**src/rtl/centered_1d_convolution_top_macros.svh**
```systemverilog
`ifndef CENTERED_1D_CONVOLUTION_TOP_MACROS_SVH
`define CENTERED_1D_CONVOLUTION_TOP_MACROS_SVH

// same-cycle implication
`define C1DC_ASSERT(lbl, ck, rst_n, ante, cons, msg) \
	lbl: assert property (@(posedge ck) disable iff (!rst_n) (ante) |-> (cons)) \
		else $error(msg);

// next-cycle implication
`define C1DC_ASSERT_NEXT(lbl, ck, rst_n, ante, cons, msg) \
	lbl: assert property (@(posedge ck) disable iff (!rst_n) (ante) |=> (cons)) \
		else $error(msg);

`endif

```
**src/rtl/c1dc_pkg.sv**
```systemverilog
package c1dc_pkg;

	localparam int MAX_TAPS_DEF    = 7;
	localparam int SAMPLE_BITS_DEF = 16;
	localparam int NUM_COEFS       = 7;
	localparam int COEF_BITS       = 16;
	localparam int LEN_BITS        = 3;
	localparam int AHEAD_BITS      = 2;
	localparam int VALUE_BITS      = 34;
	localparam int OUT_TDATA_BITS  = ((VALUE_BITS + 7) / 8) * 8;
	localparam int CFG_IDX_BITS    = 3;
	localparam int CFG_DATA_BITS   = 16;

	typedef enum logic [CFG_IDX_BITS-1:0] {
		REG_COEF_0      = 3'd0,
		REG_COEF_1      = 3'd1,
		REG_COEF_2      = 3'd2,
		REG_COEF_3      = 3'd3,
		REG_COEF_4      = 3'd4,
		REG_COEF_5      = 3'd5,
		REG_COEF_6      = 3'd6,
		REG_MASK_LENGTH = 3'd7
	} cfg_reg_t;

	typedef struct packed {
		logic valid;
		logic clear;
	} push_t;

	typedef struct packed {
		logic valid;
		logic last;
	} tag_t;

	function automatic logic [LEN_BITS-1:0] taps_in_use(input logic [LEN_BITS-1:0] mask,
		input int max_taps);
		logic [LEN_BITS-1:0] len;
		len = (mask == '0) ? LEN_BITS'(1) : mask;
		if (int'(len) > max_taps)
			len = LEN_BITS'(max_taps);
		return len;
	endfunction

	function automatic logic [AHEAD_BITS-1:0] ahead_of(input logic [LEN_BITS-1:0] len);
		logic [LEN_BITS-1:0] a;
		a = len - LEN_BITS'(1) - (len >> 1);
		return a[AHEAD_BITS-1:0];
	endfunction

endpackage

```
**src/rtl/c1dc_seq.sv**
```systemverilog
`include "centered_1d_convolution_top_macros.svh"

module c1dc_seq #(
	parameter int SAMPLE_BITS = c1dc_pkg::SAMPLE_BITS_DEF,
	parameter int MAX_TAPS    = c1dc_pkg::MAX_TAPS_DEF
) (
	input  logic                                 clk,
	input  logic                                 arst_n,
	input  logic [c1dc_pkg::LEN_BITS-1:0]        len,
	input  logic                                 s_tvalid,
	output logic                                 s_tready,
	input  logic signed [SAMPLE_BITS-1:0]        sample,
	input  logic                                 last,
	input  logic                                 take,
	output c1dc_pkg::push_t                      push,
	output logic signed [SAMPLE_BITS-1:0]        push_sample,
	output c1dc_pkg::tag_t                       tag
);
	import c1dc_pkg::*;

	localparam int SEEN_W = $clog2(MAX_TAPS + 1);

	logic [SEEN_W-1:0]     seen_q;
	logic [SEEN_W-1:0]     seen_base;
	logic [SEEN_W-1:0]     seen_new;
	logic                  block_start_q;
	logic                  flush_q;
	logic [AHEAD_BITS-1:0] remain_q;
	logic [AHEAD_BITS-1:0] ahead;
	tag_t                  tag_q;
	logic                  push_ok;
	logic                  acc;
	logic                  emit;
	logic                  last_push;

	assign ahead = ahead_of(len);

	always_comb begin
		push_ok     = !tag_q.valid || take;
		s_tready    = push_ok && !flush_q;
		acc         = s_tvalid && s_tready;
		push.valid  = acc || (flush_q && push_ok);
		push.clear  = acc && block_start_q;
		push_sample = acc ? sample : '0;
		seen_base   = push.clear ? '0 : seen_q;
		seen_new    = (seen_base == SEEN_W'(MAX_TAPS)) ? seen_base : seen_base + SEEN_W'(1);
		emit        = push.valid && (int'(seen_new) > int'(ahead));
		last_push   = acc ? (last && (ahead == '0)) : (remain_q == AHEAD_BITS'(1));
	end

	always_ff @(posedge clk or negedge arst_n) begin
		if (!arst_n) begin
			seen_q        <= '0;
			block_start_q <= 1'b1;
			flush_q       <= 1'b0;
			remain_q      <= '0;
			tag_q         <= '0;
		end else begin
			if (push.valid)
				seen_q <= seen_new;
			if (acc) begin
				block_start_q <= last;
				if (last && (ahead != '0)) begin
					flush_q  <= 1'b1;
					remain_q <= ahead;
				end
			end else if (flush_q && push_ok) begin
				remain_q <= remain_q - AHEAD_BITS'(1);
				if (remain_q == AHEAD_BITS'(1))
					flush_q <= 1'b0;
			end
			if (push.valid) begin
				tag_q.valid <= emit;
				tag_q.last  <= last_push;
			end else if (take) begin
				tag_q.valid <= 1'b0;
			end
		end
	end

	assign tag = tag_q;

	`C1DC_ASSERT_NEXT(a_flush_after_last, clk, arst_n, acc && last && (ahead != '0), flush_q && (remain_q == ahead), "last word did not start the flush")
	`C1DC_ASSERT(a_flush_count, clk, arst_n, flush_q, remain_q != '0, "flush running with no pushes left")
	`C1DC_ASSERT_NEXT(a_block_restart, clk, arst_n, push.valid && push.clear, seen_q == SEEN_W'(1), "block start did not restart the count")
	`C1DC_ASSERT(a_seen_bound, clk, arst_n, 1'b1, seen_q <= SEEN_W'(MAX_TAPS), "seen count beyond tap count")
	`C1DC_ASSERT(a_hold_window, clk, arst_n, tag_q.valid && !take, !push.valid, "delay line moved before its products were taken")

endmodule

```
**config.mk**
```make
export PLATFORM = sky130hd
export DESIGN_NAME = c1dc_seq
export DESIGN_NICKNAME = d
export VERILOG_FILES = /design/src/rtl/c1dc_pkg.sv /design/src/rtl/c1dc_seq.sv
export VERILOG_INCLUDE_DIRS = /design/src /design/src/rtl
export SDC_FILE = /design/constraint.sdc
export NUM_CORES = 1
export LEC_CHECK = 0
export ABC_AREA = 0
export BUFFER_PORTS_ARGS = -buffer_cell sky130_fd_sc_hd__buf_4
export CORE_ASPECT_RATIO = 1.25
export CORE_MARGIN = 4
export CORE_UTILIZATION = 45
export DETAILED_ROUTE_END_ITERATION = 12
export GPL_TIMING_DRIVEN = 0
export PLACE_DENSITY = 0.84
export SYNTH_ARGS = -nofsm -noshare
export SYNTH_HDL_FRONTEND = slang
export SYNTH_SLANG_ARGS = --single-unit
```
**constraint.sdc**
```tcl
create_clock -name clk -period 8.15 [get_ports clk]
set_input_delay 2.445 -clock clk [delete_from_list [all_inputs] [get_ports clk]]
set_output_delay 2.445 -clock clk [all_outputs]
set_load 0.01 [all_outputs]
```
* After elaboration in Yosys (flattened, before gate mapping)
Cells that the tools add are included.
** Word-level totals
- Flip-flop bits (word level) :: 9
- Input bits :: 24
- Output and inout bits :: 21
- Logic and storage cells :: 45
** Cells by class
- Add/subtract/negate cells :: 4
- $lt $le $gt $ge :: 1
- Equality and inequality tests :: 3
- Muxes and demuxes :: 13
- Reduce and logical (&&, ||, !) cells :: 18
** Operators with widths (count)
- two-way mux 16 bit :: 1
- nonzero test 2 bit :: 4
- logical AND 1 bit :: 7
- two-way mux 1 bit :: 7
- two-way mux 2 bit :: 3
- two-way mux 3 bit :: 2
- subtractor 2 x 1 -> 2 bit (second input constant) :: 2
- adder 3 x 1 -> 3 bit (second input constant) :: 1
- equality test 3 bit (second input constant) :: 1
- greater-than comparator 3 x 2 -> 1 bit :: 1
- AND reduction 3 bit :: 1
- equality test 2 x 1 -> 1 bit (second input constant) :: 1
- zero test 1 bit :: 2
- zero test 2 bit :: 1
- logical OR 1 bit :: 2
- != test 2 x 1 -> 1 bit (second input constant) :: 1
- AND reduction 2 bit :: 1
- subtractor 2 bit :: 1

* Logic depth before layout (Yosys ltp)
- Depth in word-level cells :: 11
- Mapped depth :: 13
- Depth with buffers taken out :: 12

* Least setup slack after synthesis
Ideal clock, no wire load.
- Path kind :: input -> output
- Start :: input port take
- End :: output port push_sample[10]
- Arrival :: 3246 ps
- Data required time :: 5705 ps
- Setup slack :: 2459 ps
- Stages :: 4
- Cells stage by stage :: nand2b_1 > clkbuf_1 > clkbuf_1 > and3_1
** Between the ends
- Word-level cells in the longest chain between the ends :: 4
** Ends and longest elaborated chain
- start: declaration :: line c1dc_seq.sv:14 : input logic take,
- logical OR 1 bit :: line c1dc_seq.sv:39 : push_ok = !tag_q.valid || take;
- logical AND 1 bit :: line c1dc_seq.sv:40 : s_tready = push_ok && !flush_q;
- logical AND 1 bit :: line c1dc_seq.sv:41 : acc = s_tvalid && s_tready;
- two-way mux 16 bit :: line c1dc_seq.sv:44 : push_sample = acc ? sample : '0;
- end: declaration :: line c1dc_seq.sv:16 : output logic signed [SAMPLE_BITS-1:0] push_sample,
No other way between the ends.

* Worst setup path after layout
- Start :: input port take
- End :: output port push_sample[6]
Same word-level chain as after synthesis.

==> flow_summary.yaml <==
outcome:
  status: "complete, no violations"
detailed_routing:
  ant_nets: 0
  wl_per_cell_um: 13.1
  drtIter0Drc: 6
  vias_per_cell: 5.26
  dr.pass1.iters: 4
  wirelength_um: 1990
  vias: 800
  drc: 0
floorplanning:
  io_pins: 45
  die_area_um2: 2330
  rows: 16
  fp.dieH_um: 53.0
  die_w_um: 44.0
  start_util_pct: 47.3
  coreArea_um2: 1540
synthesis:
  synth_cell_types: 28
  synth_area_leaders: "dfrtp_1 (27%), and3_1 (14%), ha_1 (8.6%), nand2_1 (4.6%), mux2_2 (4.6%)"
  avgSynthCellArea_um2: 8.48
  yosys.cell_count.top_type: "and3_1"
  ys.flop_type: "dfrtp_1"
  ys_async_sr_fraction_pct: 100
  synth_warnings: 0
  seq_area_frac_synth_pct: 31.0
  netlist_instances: 86
  synth.cell_area_um2: 729
  synth.largest_area_cell: "dfrtp_1"
  synth_edf_count: 0
  synth_seq_cells: 9
  syn-num-nets: 115
  synth_top_area_share_pct: 27.4
  synth_common_cells: "and3_1 (16), nand2_1 (9), dfrtp_1 (8), inv_1 (8)"
sta:
  rsz0062_at_grt: "false"
  fin_worst_skew_ns: 0.00953
  hold_violations: 0
  slew_headroom_pct: 61.0
  fin_ws_ns: 2.08
  finalCritPeriodShare_pct: 74.5
  finalMaxSlewViolations: 0
  worstMarginPinSlew_ns: 0.579
  finalSetupViolCount: 0
  fin_setup_tns_ns: 0
  fmax_ghz: 0.165
  finalCriticalPeriod_ns: 6.07
setup_path:
  r2r_end: "tag[1]"
  critPathKind: "input pin to output port"
  crit_required_ns: 5.71
  crit_path_end_kind: "output port"
  critical_path_arrival_ns: 3.63
  critPathMaxFanout: 10
  crit_start: "take"
  r2r_slack_ns: 5.13
  reg2reg_from: "flush_q"
  start_kind: "input pin"
  reg2reg_depth: 13
  endpoint: "push_sample[6]"
clock_tree:
  postCtsSetupRepairBufs: 0
  cts_tree: "done"
  cts.clk_slew.worst_paths_ns: 0.07
  holdBufCountCts: 0
  clockRootBuffer: "clkbuf_4"
  cts_buffers: 3
  cts_resized: 0
  cts_max_path_buffers: 2
  cts_num_sinks: 9
  insertion_delay_ns: 0.27
  htree_levels: 1
cells_and_area:
  layout.cells.non_filler: 152
  diodes: 0
  finalNetCount: 164
  layout-drive-gt1-share_pct: 41.8
  area_growth_pct: 52.1
global_route:
  grt_max_degree: 11
  grt_pass1_vias: 714
  grt-ovfl-total: 0
  antenna_found_initial: 0
  track_usage_pct: 18.9
  grt_pass1_wl_um: 3210
pwr:
  power_density_nw_per_um2: 305
  p_leak_nw: 0.642
  peakVddDrop_v: 0.000178
min_path:
  hold_path_class: "flop to flop"
place:
  hpwlAfterDp_um: 1670
  placed_cells: 148
  dp_slack_ns: 2.10
  gp_routability_congestion: 0.730
  io_buffers: 44
job:
  max_cap_viol_count: 0
## how the worst min path moves through the flow
stage / startpoint / endpoint / slack [ns] / cells after the start
after floorplan: block_start_q / block_start_q / 0.46 / 2
after global placement: tag[0] / tag[0] / 0.48 / 2
after detailed placement: block_start_q / block_start_q / 0.48 / 2
after CTS: block_start_q / block_start_q / 0.50 / 2
after global routing: block_start_q / block_start_q / 0.53 / 2
final: block_start_q / block_start_q / 0.49 / 2
## through the flow
| step | hold WS (ns) | util, % | cell area [um^2] | power (W) |
|---|---|---|---|---|
| after floorplan | 0.461 | - | 729 | 0.000230 |
| after global placement | 0.478 | 70.2 | 1080 | 0.000297 |
| after detailed placement | 0.483 | 70.2 | 1080 | 0.000306 |
| after CTS | 0.502 | 72.0 | 1110 | 0.000342 |
| after global routing | 0.533 | 72.0 | 1110 | 0.000377 |
| final | 0.493 | 72.0 | 1110 | 0.000339 |
## cell type report
class / count / area (um^2)
Buffer: 4 / 16.3
Clock buffer: 3 / 22.5
Clock inverter: 1 / 5.00
Fill cell: 129 / 432
Inverter: 8 / 30.0
Multi-Input combinational cell: 65 / 457
Sequential cell: 9 / 226
Tap cell: 18 / 22.5
Timing Repair Buffer: 44 / 330
## state kept, by name, indices dropped and copies added, names as in the netlist
name / count
tag: 2
seen_q: 3
flush_q: 1
remain_q: 2
block_start_q: 1
## power breakdown
part           switching [W]  internal (W)  leakage, nW
clock network      0.0000171     0.0000181       0.0177
registers          0.0000184     0.0000696        0.105
logic               0.000104      0.000111        0.519
## layout by cell type, fill, tap and decap left out, types with 2 or more instances in the layout
cell / instances
nor2b_1: 2
inv_1: 8
clkbuf_4: 3
ha_1: 5
and3_1: 16
nand2_1: 9
o21ai_0: 4
dfrtp_1: 8
nand3_1: 2
nor2_1: 3
clkbuf_1: 3
mux2_2: 3
and2_1: 3
a21oi_1: 5
buf_4: 44
## critical path, cell delays in order
cell	delay, ns
buf_4	0.08
nand2b_1	0.17
clkbuf_1	0.30
clkbuf_1	0.30
and3_1	0.21
buf_4	0.12
## kinds of logic (layout without fill, tap and decap cells)
| group | Yosys count | after routing | synth area share [%] |
|---|---|---|---|
| flip-flops | 9 | 9 | 31.0 |
| AND/OR/NAND/NOR | 38 | 38 | 29.0 |
| multiplexers | 3 | 3 | 4.63 |
| adder cells (fa/ha/maj) | 5 | 5 | 8.58 |
| buffers and inverters | 12 | 60 | 6.35 |
| AO/OA/AOI/OAI | 17 | 17 | 15.8 |
| XOR/XNOR | 2 | 2 | 4.63 |
## routing by layer
metal	track usage (%)	vias to the layer above	share of wire (%)
met4	10.1	0	2.9
li1	-	401	-
met5	0	-	0
met2	35.0	18	56
met3	4.42	8	5.2
met1	19.0	373	36
(Power assumes the default switching activity.)
