File: config.mk
export PLATFORM = sky130hd
export DESIGN_NAME = c1dc_cell
export DESIGN_NICKNAME = d
export VERILOG_FILES = /design/src/rtl/centered_1d_convolution_top_macros.svh /design/src/rtl/c1dc_pkg.sv /design/src/rtl/c1dc_cell.sv
export SDC_FILE = /design/constraint.sdc
export NUM_CORES = 1
export LEC_CHECK = 0
export BUFFER_PORTS_ARGS = -buffer_cell sky130_fd_sc_hd__buf_2
export CAP_MARGIN = 20
export CELL_PAD_IN_SITES_DETAIL_PLACEMENT = 1
export CELL_PAD_IN_SITES_GLOBAL_PLACEMENT = 1
export CORE_UTILIZATION = 40
export CTS_CLUSTER_SIZE = 10
export DETAILED_ROUTE_END_ITERATION = 10
export GPL_ROUTABILITY_DRIVEN = 0
export PLACE_DENSITY = 0.78
export SKIP_CTS_REPAIR_TIMING = 1
export SYNTH_ARGS = -nofsm -noshare
export SYNTH_HDL_FRONTEND = slang
export SYNTH_SLANG_ARGS = --single-unit
File: constraint.sdc
create_clock -name clk -period 11.5 [get_ports clk]
set_input_delay 0 -clock clk [delete_from_list [all_inputs] [get_ports clk]]
set_output_delay 0 -clock clk [all_outputs]
set_load 0.005 [all_outputs]
File: src/rtl/centered_1d_convolution_top_macros.svh
`ifndef CENTERED_1D_CONVOLUTION_TOP_MACROS_SVH
`define CENTERED_1D_CONVOLUTION_TOP_MACROS_SVH

// same-cycle implication
`define C1DC_ASSERT(lbl, ck, rst_n, ante, cons, msg) \
	lbl: assert property (@(posedge ck) disable iff (!rst_n) (ante) |-> (cons)) \
		else $error(msg);

// next-cycle implication
`define C1DC_ASSERT_NEXT(lbl, ck, rst_n, ante, cons, msg) \
	lbl: assert property (@(posedge ck) disable iff (!rst_n) (ante) |=> (cons)) \
		else $error(msg);

`endif

File: src/rtl/c1dc_pkg.sv
package c1dc_pkg;

	localparam int MAX_TAPS_DEF    = 7;
	localparam int SAMPLE_BITS_DEF = 16;
	localparam int NUM_COEFS       = 7;
	localparam int COEF_BITS       = 16;
	localparam int LEN_BITS        = 3;
	localparam int AHEAD_BITS      = 2;
	localparam int VALUE_BITS      = 34;
	localparam int OUT_TDATA_BITS  = ((VALUE_BITS + 7) / 8) * 8;
	localparam int CFG_IDX_BITS    = 3;
	localparam int CFG_DATA_BITS   = 16;

	typedef enum logic [CFG_IDX_BITS-1:0] {
		REG_COEF_0      = 3'd0,
		REG_COEF_1      = 3'd1,
		REG_COEF_2      = 3'd2,
		REG_COEF_3      = 3'd3,
		REG_COEF_4      = 3'd4,
		REG_COEF_5      = 3'd5,
		REG_COEF_6      = 3'd6,
		REG_MASK_LENGTH = 3'd7
	} cfg_reg_t;

	typedef struct packed {
		logic valid;
		logic clear;
	} push_t;

	typedef struct packed {
		logic valid;
		logic last;
	} tag_t;

	function automatic logic [LEN_BITS-1:0] taps_in_use(input logic [LEN_BITS-1:0] mask,
		input int max_taps);
		logic [LEN_BITS-1:0] len;
		len = (mask == '0) ? LEN_BITS'(1) : mask;
		if (int'(len) > max_taps)
			len = LEN_BITS'(max_taps);
		return len;
	endfunction

	function automatic logic [AHEAD_BITS-1:0] ahead_of(input logic [LEN_BITS-1:0] len);
		logic [LEN_BITS-1:0] a;
		a = len - LEN_BITS'(1) - (len >> 1);
		return a[AHEAD_BITS-1:0];
	endfunction

endpackage

File: src/rtl/c1dc_cell.sv
module c1dc_cell #(
	parameter int SAMPLE_BITS = c1dc_pkg::SAMPLE_BITS_DEF
) (
	input  logic                                     clk,
	input  logic                                     push,
	input  logic                                     clr,
	input  logic signed [SAMPLE_BITS-1:0]            din,
	input  logic signed [c1dc_pkg::COEF_BITS-1:0]    coef,
	input  logic                                     take,
	output logic signed [SAMPLE_BITS-1:0]            dout,
	output logic signed [c1dc_pkg::VALUE_BITS-1:0]   prod
);
	import c1dc_pkg::*;

	logic signed [SAMPLE_BITS-1:0]           d_q;
	logic signed [SAMPLE_BITS+COEF_BITS-1:0] full;
	logic signed [VALUE_BITS-1:0]            prod_q;

	assign full = d_q * coef;

	always_ff @(posedge clk) begin
		if (push)
			d_q <= clr ? '0 : din;
		if (take)
			prod_q <= VALUE_BITS'(full);
	end

	assign dout = d_q;
	assign prod = prod_q;

endmodule

# Yosys cells after proc, flatten, opt, wreduce, memory -nomap -nowiden
# Cells that the tools add are included.
[totals]
regBits = 48
latchBits = 0
ram_bits = 0
romBits = 0
in_bits = 36
out_inout_bits = 50
elab_cells = 3
n_memories = 0
[op_classes]
addsub = 0
n_mul = 1
div_mod_pow = 0
magnitude_cmp = 0
n_eq_ne = 0
shifts = 0
muxes = 0
bitwise = 0
n_reduce_logical = 0
[ops]
columns = ["cell", "n"]
rows = [
  ["16-bit by 16-bit multiplier with 32-bit output", 1],
]

# Logic depth before layout (Yosys ltp)
# Gate-level depths: netlist of the first run.
[logic_depth]
ltp_word = 1
depth_mapped = 22
mapped_depth_nobuf = 21

# Worst setup path before layout of the first run
# Ideal clock, no wire load.
[synth_timing]
path_kind = "reg2reg"
startpoint = "register d_q[15] (netlist: dout[15])"
endpoint = "register prod_q[30] (netlist: prod[30]), data pin"
setup_time_ps = 259
arrival_time_ps = 5964
required_time_ps = 11241
setup_slack_ps = 5278
stages_incl_launch_ff = 21
n_path_buf = 1
synth_period_minus_slack_ps = 6222
path_cell_list = "edfxtp_1 clkbuf_1 nand2_1 inv_1 fa_1 fa_1 fa_1 fa_1 fa_1 inv_1 fa_1 inv_1 ha_1 and3_1 nand2_1 o211a_1 o211ai_1 a31oi_2 o31ai_1 nor4b_1 a211o_1"
[synth_via]
elab_chain_cells = 1
[synth_lines]
columns = ["item", "line", "rtl"]
rows = [
  ["start: declaration", "c1dc_cell.sv:15", "logic signed [SAMPLE_BITS-1:0] d_q;"],
  ["start signal: assignment", "c1dc_cell.sv:23", "d_q <= clr ? '0 : din;"],
  ["16-bit by 16-bit multiplier with 32-bit output", "c1dc_cell.sv:19", "assign full = d_q * coef;"],
  ["via full[30]", "c1dc_cell.sv:16", "logic signed [SAMPLE_BITS+COEF_BITS-1:0] full;"],
  ["end signal: assignment", "c1dc_cell.sv:25", "prod_q <= VALUE_BITS'(full);"],
  ["end: declaration", "c1dc_cell.sv:17", "logic signed [VALUE_BITS-1:0] prod_q;"],
]
# The timed path passes the listed nets, and every way through them passes these cells.
# A chain may end at the register's enable or synchronous reset.

# Final worst setup path of the first run
# Ends and elaborated chain as after synthesis.

==> impl_metrics.py, run 1 <==
metrics = {
    "finish": {
        "design_area_um2": 12350,
        "multi_input_area_um2": 8703,
        "syn_to_final_growth_pct": 8.636,
        "layout.nets": 1585,
        "fillers": 3178,
        "seq_area_um2": 1441,
        "drive_gt1_share_pct": 8.548,
    },
    "detailed_routing": {
        "drc": 0,
        "vias": 7948,
        "ant_nets": 0,
        "wl_per_cell_um": 18.91,
        "drt_pass1_iterations": 4,
        "drt_wl_total_um": 29960,
        "viasPerCell": 5.018,
        "first_iter_violations": 295,
    },
    "placement": {
        "dpl_cell_area_um2": 12150,
        "hpwl_um": 24940,
        "pre_cts_ws_ns": 4.686,
        "port_buffers": 85,
    },
    "yosys": {
        "syn_area_um2": 11370,
        "syn_area_per_cell_um2": 9.941,
        "synth_cells": 1144,
        "ys_async_sr_fraction_pct": 0,
        "ys_top_cells_by_count": "290 x inv_1, 262 x fa_1, 131 x nand2_1, 122 x and2_1, 82 x ha_1",
        "ys_top_cells_by_area": "fa_1 46%, edfxtp_1 13%, inv_1 9.6%, ha_1 9.0%, and2_1 6.7%",
        "ys_types": 44,
        "yosysWarnings": 0,
        "syn-num-nets": 1524,
        "synth-edff-count": 48,
        "synth_top_area_cell": "fa_1",
        "synth.most_common_cell": "inv_1",
        "yosys.area.top_type_share_pct": 46.12,
        "yosysSeqAreaShare_pct": 12.67,
        "synth_seq_cells": 48,
        "synthFlopType": "edfxtp_1",
    },
    "timing": {
        "clock_skew_ns": 0.006901,
        "fmax_mhz": 147.3,
        "worst_pin_slew_ns": 0.9174,
        "report.final.slew_viol_count": 0,
        "slew_headroom_pct": 38.84,
        "hold_viol": 3,
        "fin_setup_tns_ns": 0,
        "fin_crit_sh_pct": 59.05,
        "setup_ws_ns": 4.709,
        "whs_ns": -0.003369,
        "min_period_ns": 6.791,
        "rsz0062_at_grt": "no",
        "setup_viol": 0,
    },
    "run": {
        "maxCapViolCount": 0,
    },
    "status": {
        "outcome": "finished, violations left",
        "violations": "negative hold slack",
    },
    "die": {
        "row_count": 61,
        "initial_core_util_pct": 40.82,
        "dieArea_um2": 29110,
        "die_w_um": 170.6,
        "io_pins": 86,
        "fp.dieH_um": 170.6,
        "fp.coreArea_um2": 27860,
    },
    "setup_path": {
        "rrSetupSlack_ns": 4.71,
        "cp-start-kind": "flip-flop",
        "end_kind": "flip-flop",
        "critPathArrivalTime_ns": 6.85,
        "path_max_fanout": 17,
        "worstPathRequired_ns": 11.56,
        "critPathKind": "flip-flop to flip-flop",
    },
    "global_route": {
        "overflow": 0,
        "grt_pass1_wl_um": 49110,
        "gr-usage-all-layers_pct": 22.27,
        "antenna_found_initial": 2,
        "grt_start_max_net_pins": 33,
        "grt_pass1_vias": 9548,
    },
    "cts": {
        "path_clk_slew_ns": 0.07,
        "cts_buffers": 5,
        "cts-root-buf": "clkbuf_16",
        "cts_sinks": 48,
        "h-tree-depth": 2,
        "max-clock-path-buffers": 2,
        "insertion_delay_ns": 0.30,
        "tritoncts": "built",
    },
    "worst_hold_path": {
        "hp-class": "input pin to flip-flop",
    },
}
[placed cells by master, fill, tap and decap left out, drive strengths merged]
master       instances
o32a                 1
o211ai               1
xnor2               28
and2               122
o21bai               5
a21boi               1
nor4b                1
a211oi               2
dlygate4sd3          2
a31oi                2
o31ai                2
nor2                25
nand2b               4
nor2b               19
a2111oi              2
a41oi                1
a21o                11
a211o                3
ha                  82
o211a                1
nor3                 2
nand3                4
nand2              131
inv                290
fa                 262
clkbuf               5
diode                1
a21oi               27
o21a                 3
o21ai               16
nand4                2
xor2                 6
and3                 3
buf                 87
o41a                 1
and4                 1
bufinv               2
edfxtp              48
[registers in the layout (all words and copies together) (netlist names)]
name / flops
dout: 16
prod: 32
[path summary, 6_finish.rpt]
kind | start | end | depth (start not counted)
setup / recovery | dout[15]$_SDFFCE_PP0P_ | prod[30]$_DFFE_PP_ | 19
hold / removal | din[11] | dout[11]$_SDFFCE_PP0P_ | 2
setup reg to reg | dout[15]$_SDFFCE_PP0P_ | prod[30]$_DFFE_PP_ | 19
hold reg to reg | dout[0]$_SDFFCE_PP0P_ | prod[0]$_DFFE_PP_ | 2
[routing by layer]
| metal | global-route usage (%) | up-vias | share of wire [%] |
|---|---|---|---|
| met2 | 43.23 | 171 | 56 |
| li1 | - | 3485 | - |
| met4 | 6.855 | 0 | 2.9 |
| met5 | 0 | - | 0 |
| met1 | 25.08 | 4239 | 38 |
| met3 | 2.683 | 53 | 3.4 |
[area by class of cell]
| class | count | share of cell area [%] |
|---|---|---|
| sequential | 48 | 11.67 |
| clock inverter | 2 | 0.4861 |
| multi-input combinational | 771 | 70.45 |
| antenna | 1 | 0.02026 |
| clock buffer | 5 | 1.013 |
| inverter | 290 | 8.811 |
| timing repair buffer | 89 | 3.727 |
| tap | 378 | 3.828 |
[per-stage QoR]
| step | util (%) | hold WS (ns) | instances |
|---|---|---|---|
| finish | 44.35 | -0.003369 | 1584 |
| global route | 44.34 | 0.001812 | 1583 |
| CTS | 44.27 | -0.009133 | 1581 |
| global placement | 43.60 | 0.2904 | 1574 |
| floorplan | - | 0.1125 | 1144 |
| detailed placement | 43.60 | 0.3014 | 1574 |
[worst max-delay path, stage by stage, from the launching register on]
cell and delay (ns):
edfxtp_1 0.63, nand2_1 0.23, inv_1 0.11, fa_1 0.66, fa_1 0.86, fa_1 0.52
fa_1 0.52, fa_1 0.49, inv_1 0.05, fa_1 0.48, inv_1 0.05, ha_1 0.34
and3_1 0.26, nand2_1 0.08, o211a_1 0.21, o211ai_1 0.20, a31oi_2 0.11, o31ai_1 0.44
nor4b_1 0.10, a211o_1 0.23
[kinds of logic after synthesis]
family	count (synthesis)	synth area share [%]
adders and majority gates	344	55.14
buffers and inverters	325	10.79
and+or+nand+nor	314	13.88
AOI/OAI and AO/OA	79	4.885
DFF	48	12.67
xor gates and xnor gates	34	2.619
Power of run 1 is left out: the tool's default activity adds up to more than one toggle a clock period on the data nets, which glitch-free logic cannot reach.
==> run 2, diff against run 1 <==
--- a/config.mk
+++ b/config.mk
@@ -13,7 +13,7 @@
 export CTS_CLUSTER_SIZE = 10
 export DETAILED_ROUTE_END_ITERATION = 10
 export GPL_ROUTABILITY_DRIVEN = 0
-export PLACE_DENSITY = 0.78
+export PLACE_DENSITY = 0.81
 export SKIP_CTS_REPAIR_TIMING = 1
 export SYNTH_ARGS = -nofsm -noshare
 export SYNTH_HDL_FRONTEND = slang
==> constraint.sdc (replaced) <==
create_clock -name clk -period 6.2 [get_ports clk]
set_input_delay 0 -clock clk [delete_from_list [all_inputs] [get_ports clk]]
set_output_delay 0 -clock clk [all_outputs]
set_load 0.005 [all_outputs]
==> run 2 against run 1 <==
Compared with the run above: the run still ends with negative hold slack left; clock skew grew 0.0011 ns; global-route usage grew 1.7 points; worst hold slack lost 0.0027 ns; die area is the same; sequential share of layout area shrank 0.59 points.
==> impl_metrics.py, run 2 (synthesized netlist as in run 1, its figures left out) <==
metrics = {
    "status": {
        "outcome": "finished, violations left",
        "violations": "negative hold slack",
    },
    "global_route": {
        "grt_pass1_wl_um": 51940,
        "grt_start_max_net_pins": 33,
        "antenna_found_initial": 1,
        "overflow": 0,
        "gr-usage-all-layers_pct": 23.93,
        "grt_pass1_vias": 9885,
    },
    "detailed_routing": {
        "drt_pass1_iterations": 4,
        "drc": 0,
        "wl_per_cell_um": 20.58,
        "first_iter_violations": 341,
        "viasPerCell": 5.122,
        "vias": 8425,
        "drt_wl_total_um": 33850,
        "ant_nets": 0,
    },
    "cts": {
        "cts_sinks": 48,
        "tritoncts": "built",
        "max-clock-path-buffers": 2,
        "h-tree-depth": 2,
        "cts-root-buf": "clkbuf_16",
        "path_clk_slew_ns": 0.08,
        "insertion_delay_ns": 0.30,
        "cts_buffers": 5,
    },
    "finish": {
        "syn_to_final_growth_pct": 14.38,
        "largest_reg_flops": 32,
        "finalCoreUtilization_pct": 46.69,
        "mostFrequentLayoutCells": "290 x inv_1, 261 x fa_1, 129 x nand2_1",
        "antennaDiodeCount": 0,
        "layout.nets": 1646,
        "layout_commonest_cell": "inv_1",
        "drive_gt1_share_pct": 14.60,
    },
    "setup_path": {
        "end_kind": "flip-flop",
        "critPathArrivalTime_ns": 6.17,
        "worstPathRequired_ns": 6.25,
        "rrSetupSlack_ns": 0.08,
        "timing.rr.start": "dout[15]$_SDFFCE_PP0P_",
        "path_cells": "nand2_1 -> inv_1 -> fa_1 -> buf_4 -> fa_1 -> fa_1 -> fa_1 -> fa_1 -> inv_1 -> fa_1 -> inv_1 -> ha_2 -> and3_4 -> nand2_1 -> o211a_1 -> o211ai_1 -> a31oi_4 -> o31ai_4 -> nor4b_2 -> a211o_1",
        "r2r_cells": 20,
        "cp_top_family": "adder cells",
        "timing.critical_path.buf_inv": 4,
        "crit_slowest_cell": "fa_1",
        "r2r_end": "prod[30]$_DFFE_PP_",
        "cp_common_cell": "fa_1",
        "max_stage_delay_ns": 0.58,
        "path_max_fanout": 6,
        "critPathKind": "flip-flop to flip-flop",
        "cp-start-kind": "flip-flop",
    },
    "timing": {
        "worst_pin_slew_ns": 0.8004,
        "setup_viol": 0,
        "clock_skew_ns": 0.008042,
        "fin_crit_sh_pct": 98.70,
        "fmax_mhz": 163.4,
        "slew_headroom_pct": 46.64,
        "min_period_ns": 6.120,
        "whs_ns": -0.006083,
        "report.final.slew_viol_count": 0,
        "hold_viol": 2,
    },
    "die": {
        "fp.coreArea_um2": 27860,
        "row_count": 61,
        "io_pins": 86,
        "initial_core_util_pct": 40.82,
        "die_w_um": 170.6,
        "dieArea_um2": 29110,
        "fp.dieH_um": 170.6,
    },
    "worst_hold_path": {
        "hp-class": "input pin to flip-flop",
        "worstHoldPathCells": 2,
        "min_to": "dout[13]$_SDFFCE_PP0P_",
        "holdCritStartpoint": "din[13]",
    },
    "placement": {
        "port_buffers": 85,
        "hpwl_um": 27400,
    },
    "run": {
        "maxCapViolCount": 0,
    },
}
-- run 2: cell type report --
class                           count  area [µm²]
Clock buffer                        5       125.1
Inverter                          290        1089
Fill cell                        3189       14850
Sequential cell                    48        1441
Clock inverter                      3       22.52
Multi-Input combinational cell    771        8845
Tap cell                          378       473.0
Timing Repair Buffer              150        1012
-- run 2: worst max path at each step --
| stage | cells past startpoint | endpoint | slack (ns) | from |
|---|---|---|---|---|
| finish | 20 | prod[30]$_DFFE_PP_ | 0.08 | dout[15]$_SDFFCE_PP0P_ |
| global route | 21 | prod[26]$_DFFE_PP_ | -0.06 | dout[15]$_SDFFCE_PP0P_ |
| CTS | 20 | prod[30]$_DFFE_PP_ | -0.38 | dout[8]$_SDFFCE_PP0P_ |
| detailed placement | 20 | prod[30]$_DFFE_PP_ | -0.37 | dout[8]$_SDFFCE_PP0P_ |
| global placement | 17 | prod[31]$_DFFE_PP_ | 0.03 | dout[8]$_SDFFCE_PP0P_ |
| floorplan | 20 | prod[30]$_DFFE_PP_ | 0.05 | dout[15]$_SDFFCE_PP0P_ |
-- run 2: metrics by stage --
step                      setup slack [ns]  cells  setup TNS (ns)  area [µm²]
after floorplan                    0.05100   1144               0       11370
final                              0.08044   1645               0       13010
after global routing              -0.06132   1645         -0.1378       13010
after detailed placement           -0.3679   1618          -1.430       12530
after CTS                          -0.3806   1626          -1.509       12680
after global placement             0.03422   1618               0       12530
-- run 2: metal layers --
layer / global-route usage, % / wire length (µm) / up-vias
li1: - / - / 3614
met1: 25.45 / 11780 / 4420
met2: 45.77 / 18820 / 274
met3: 2.568 / 1087 / 117
met4: 13.36 / 2174 / 0
met5: 0 / 0 / -
-- run 2: worst register-to-register path, stage by stage, from the launching register on --
cell	delay, ns
edfxtp_1	0.51
nand2_1	0.18
inv_1	0.08
fa_1	0.52
buf_4	0.17
fa_1	0.47
fa_1	0.58
fa_1	0.47
fa_1	0.51
inv_1	0.05
fa_1	0.47
inv_1	0.05
ha_2	0.37
and3_4	0.21
nand2_1	0.05
o211a_1	0.21
o211ai_1	0.28
a31oi_4	0.09
o31ai_4	0.25
nor4b_2	0.10
a211o_1	0.25
Power of run 2 is left out for the same reason.
==> run 3, diff against run 2 <==
--- a/config.mk
+++ b/config.mk
@@ -10,9 +10,11 @@
 export CELL_PAD_IN_SITES_DETAIL_PLACEMENT = 1
 export CELL_PAD_IN_SITES_GLOBAL_PLACEMENT = 1
 export CORE_UTILIZATION = 40
+export CTS_CLUSTER_DIAMETER = 150
 export CTS_CLUSTER_SIZE = 10
 export DETAILED_ROUTE_END_ITERATION = 10
 export GPL_ROUTABILITY_DRIVEN = 0
+export MAX_ROUTING_LAYER = met4
 export PLACE_DENSITY = 0.81
 export SKIP_CTS_REPAIR_TIMING = 1
 export SYNTH_ARGS = -nofsm -noshare
==> run 3 against run 2 <==
Compared with the run above: the run still ends with negative hold slack left; non-clock buffer count did not move; via count rose by 0.24%; global-route usage rose by 0.72 points; routed wire length fell by 0.78%; clock skew barely moved; critical path type unchanged.
==> impl_metrics.py, run 3 (synthesized netlist as in run 1, its figures left out) <==
metrics = {
    "status": {
        "outcome": "finished, violations left",
        "violations": "negative hold slack",
    },
    "timing": {
        "clock_skew_ns": 0.007911,
        "worst_pin_slew_ns": 0.7913,
        "fin_setup_tns_ns": 0,
        "setup_viol": 0,
        "whs_ns": -0.006715,
        "fmax_mhz": 164.0,
        "report.final.slew_viol_count": 0,
        "slew_headroom_pct": 47.25,
        "fin_crit_sh_pct": 98.37,
        "hold_viol": 2,
        "min_period_ns": 6.099,
    },
    "setup_path": {
        "cp-start-kind": "flip-flop",
        "timing.rr.start": "dout[15]$_SDFFCE_PP0P_",
        "max_stage_delay_ns": 0.58,
        "worstPathRequired_ns": 6.25,
        "path_cells": "nand2_1 -> inv_1 -> fa_1 -> buf_4 -> fa_1 -> fa_1 -> fa_1 -> fa_1 -> inv_1 -> fa_1 -> inv_1 -> ha_2 -> and3_4 -> nand2_1 -> o211a_1 -> o211ai_1 -> a31oi_4 -> o31ai_4 -> nor4b_2 -> a211o_1",
        "crit_slowest_cell": "fa_1",
        "critPathKind": "flip-flop to flip-flop",
        "timing.critical_path.buf_inv": 4,
        "crit_cells": 20,
        "end_kind": "flip-flop",
        "cp_top_family": "adder cells",
        "r2r_cells": 20,
        "cp_common_cell": "fa_1",
        "crit_start": "dout[15]$_SDFFCE_PP0P_",
        "critPathArrivalTime_ns": 6.15,
        "path_max_fanout": 6,
        "rrSetupSlack_ns": 0.10,
        "r2r_end": "prod[30]$_DFFE_PP_",
        "setup.worst_path.end": "prod[30]$_DFFE_PP_",
    },
    "finish": {
        "drive_gt1_share_pct": 14.44,
        "design_area_um2": 13000,
        "fillers": 3188,
        "syn_to_final_growth_pct": 14.32,
        "largest_reg_flops": 32,
        "layout.nets": 1646,
        "mostFrequentLayoutCells": "290 x inv_1, 261 x fa_1, 131 x nand2_1",
        "layout_commonest_cell": "inv_1",
        "antennaDiodeCount": 0,
    },
    "detailed_routing": {
        "drt_pass1_iterations": 4,
        "wl_per_cell_um": 20.42,
        "drt_wl_total_um": 33590,
        "ant_nets": 0,
        "drc": 0,
        "vias": 8445,
        "first_iter_violations": 354,
        "viasPerCell": 5.134,
    },
    "die": {
        "row_count": 61,
        "initial_core_util_pct": 40.82,
        "io_pins": 86,
        "fp.dieH_um": 170.6,
        "die_w_um": 170.6,
        "dieArea_um2": 29110,
        "fp.coreArea_um2": 27860,
    },
    "cts": {
        "cts-root-buf": "clkbuf_16",
        "path_clk_slew_ns": 0.08,
        "cts_buffers": 5,
        "max-clock-path-buffers": 2,
        "insertion_delay_ns": 0.30,
        "tritoncts": "built",
        "cts_sinks": 48,
        "h-tree-depth": 2,
    },
    "placement": {
        "dpl_cell_area_um2": 12530,
        "hpwl_um": 27400,
        "port_buffers": 85,
    },
    "global_route": {
        "grt_pass1_vias": 9893,
        "grt_pass1_wl_um": 51970,
        "antenna_found_initial": 0,
        "grt_start_max_net_pins": 33,
        "overflow": 0,
        "gr-usage-all-layers_pct": 24.65,
    },
    "worst_hold_path": {
        "hp-class": "input pin to flip-flop",
    },
    "run": {
        "maxCapViolCount": 0,
    },
}
==> run 3: changes by cell type in the layout (fill, tap and decap cells not counted) <==
cell / change
buf_2: -1
buf_4: +2
buf_6: -1
nand2_1: +2
nand2_2: -2
==> run 3: layout make-up <==
| type | count | area, µm² | area share [%] |
|---|---|---|---|
| well taps | 378 | 473.0 | 3.638 |
| repair buffers | 150 | 1011 | 7.776 |
| clock inverters | 3 | 22.52 | 0.1732 |
| inverters | 290 | 1089 | 8.373 |
| multi-input cells | 771 | 8840 | 67.99 |
| flip-flops and latches | 48 | 1441 | 11.09 |
| clock buffers | 5 | 125.1 | 0.9624 |
==> run 3: metrics by stage <==
stage | worst slack (ns) | hold WS (ns) | utilization [%] | cells
finish | 0.1012 | -0.006715 | 46.67 | 1645
global route | -0.05873 | 0.005356 | 46.67 | 1645
CTS | -0.3806 | -0.01036 | 45.51 | 1626
detailed placement | -0.3679 | 0.3018 | 44.98 | 1618
global placement | 0.03422 | 0.2908 | 44.98 | 1618
floorplan | 0.05100 | 0.1125 | - | 1144
==> run 3: layer usage <==
layer | global-route usage, % | routed length, µm | vias to the layer above
li1 | - | - | 3614
met1 | 25.40 | 11640 | 4440
met2 | 45.68 | 18820 | 267
met3 | 2.591 | 1116 | 124
met4 | 13.67 | 2014 | 0
met5 | - | 0 | -
==> run 3: how the worst min path moves through the flow <==
stage,slack (ns),cells after the start,from,endpoint
6_report,-0.007,2,din[2],dout[2]$_SDFFCE_PP0P_
5_1_grt,0.005,2,din[3],dout[3]$_SDFFCE_PP0P_
4_1_cts,-0.01,2,din[4],dout[4]$_SDFFCE_PP0P_
3_5_place_dp,0.30,2,din[4],dout[4]$_SDFFCE_PP0P_
3_3_place_gp,0.29,2,din[12],dout[12]$_SDFFCE_PP0P_
2_1_floorplan,0.11,0,push,dout[0]$_SDFFCE_PP0P_
Power of run 3 is left out for the same reason.
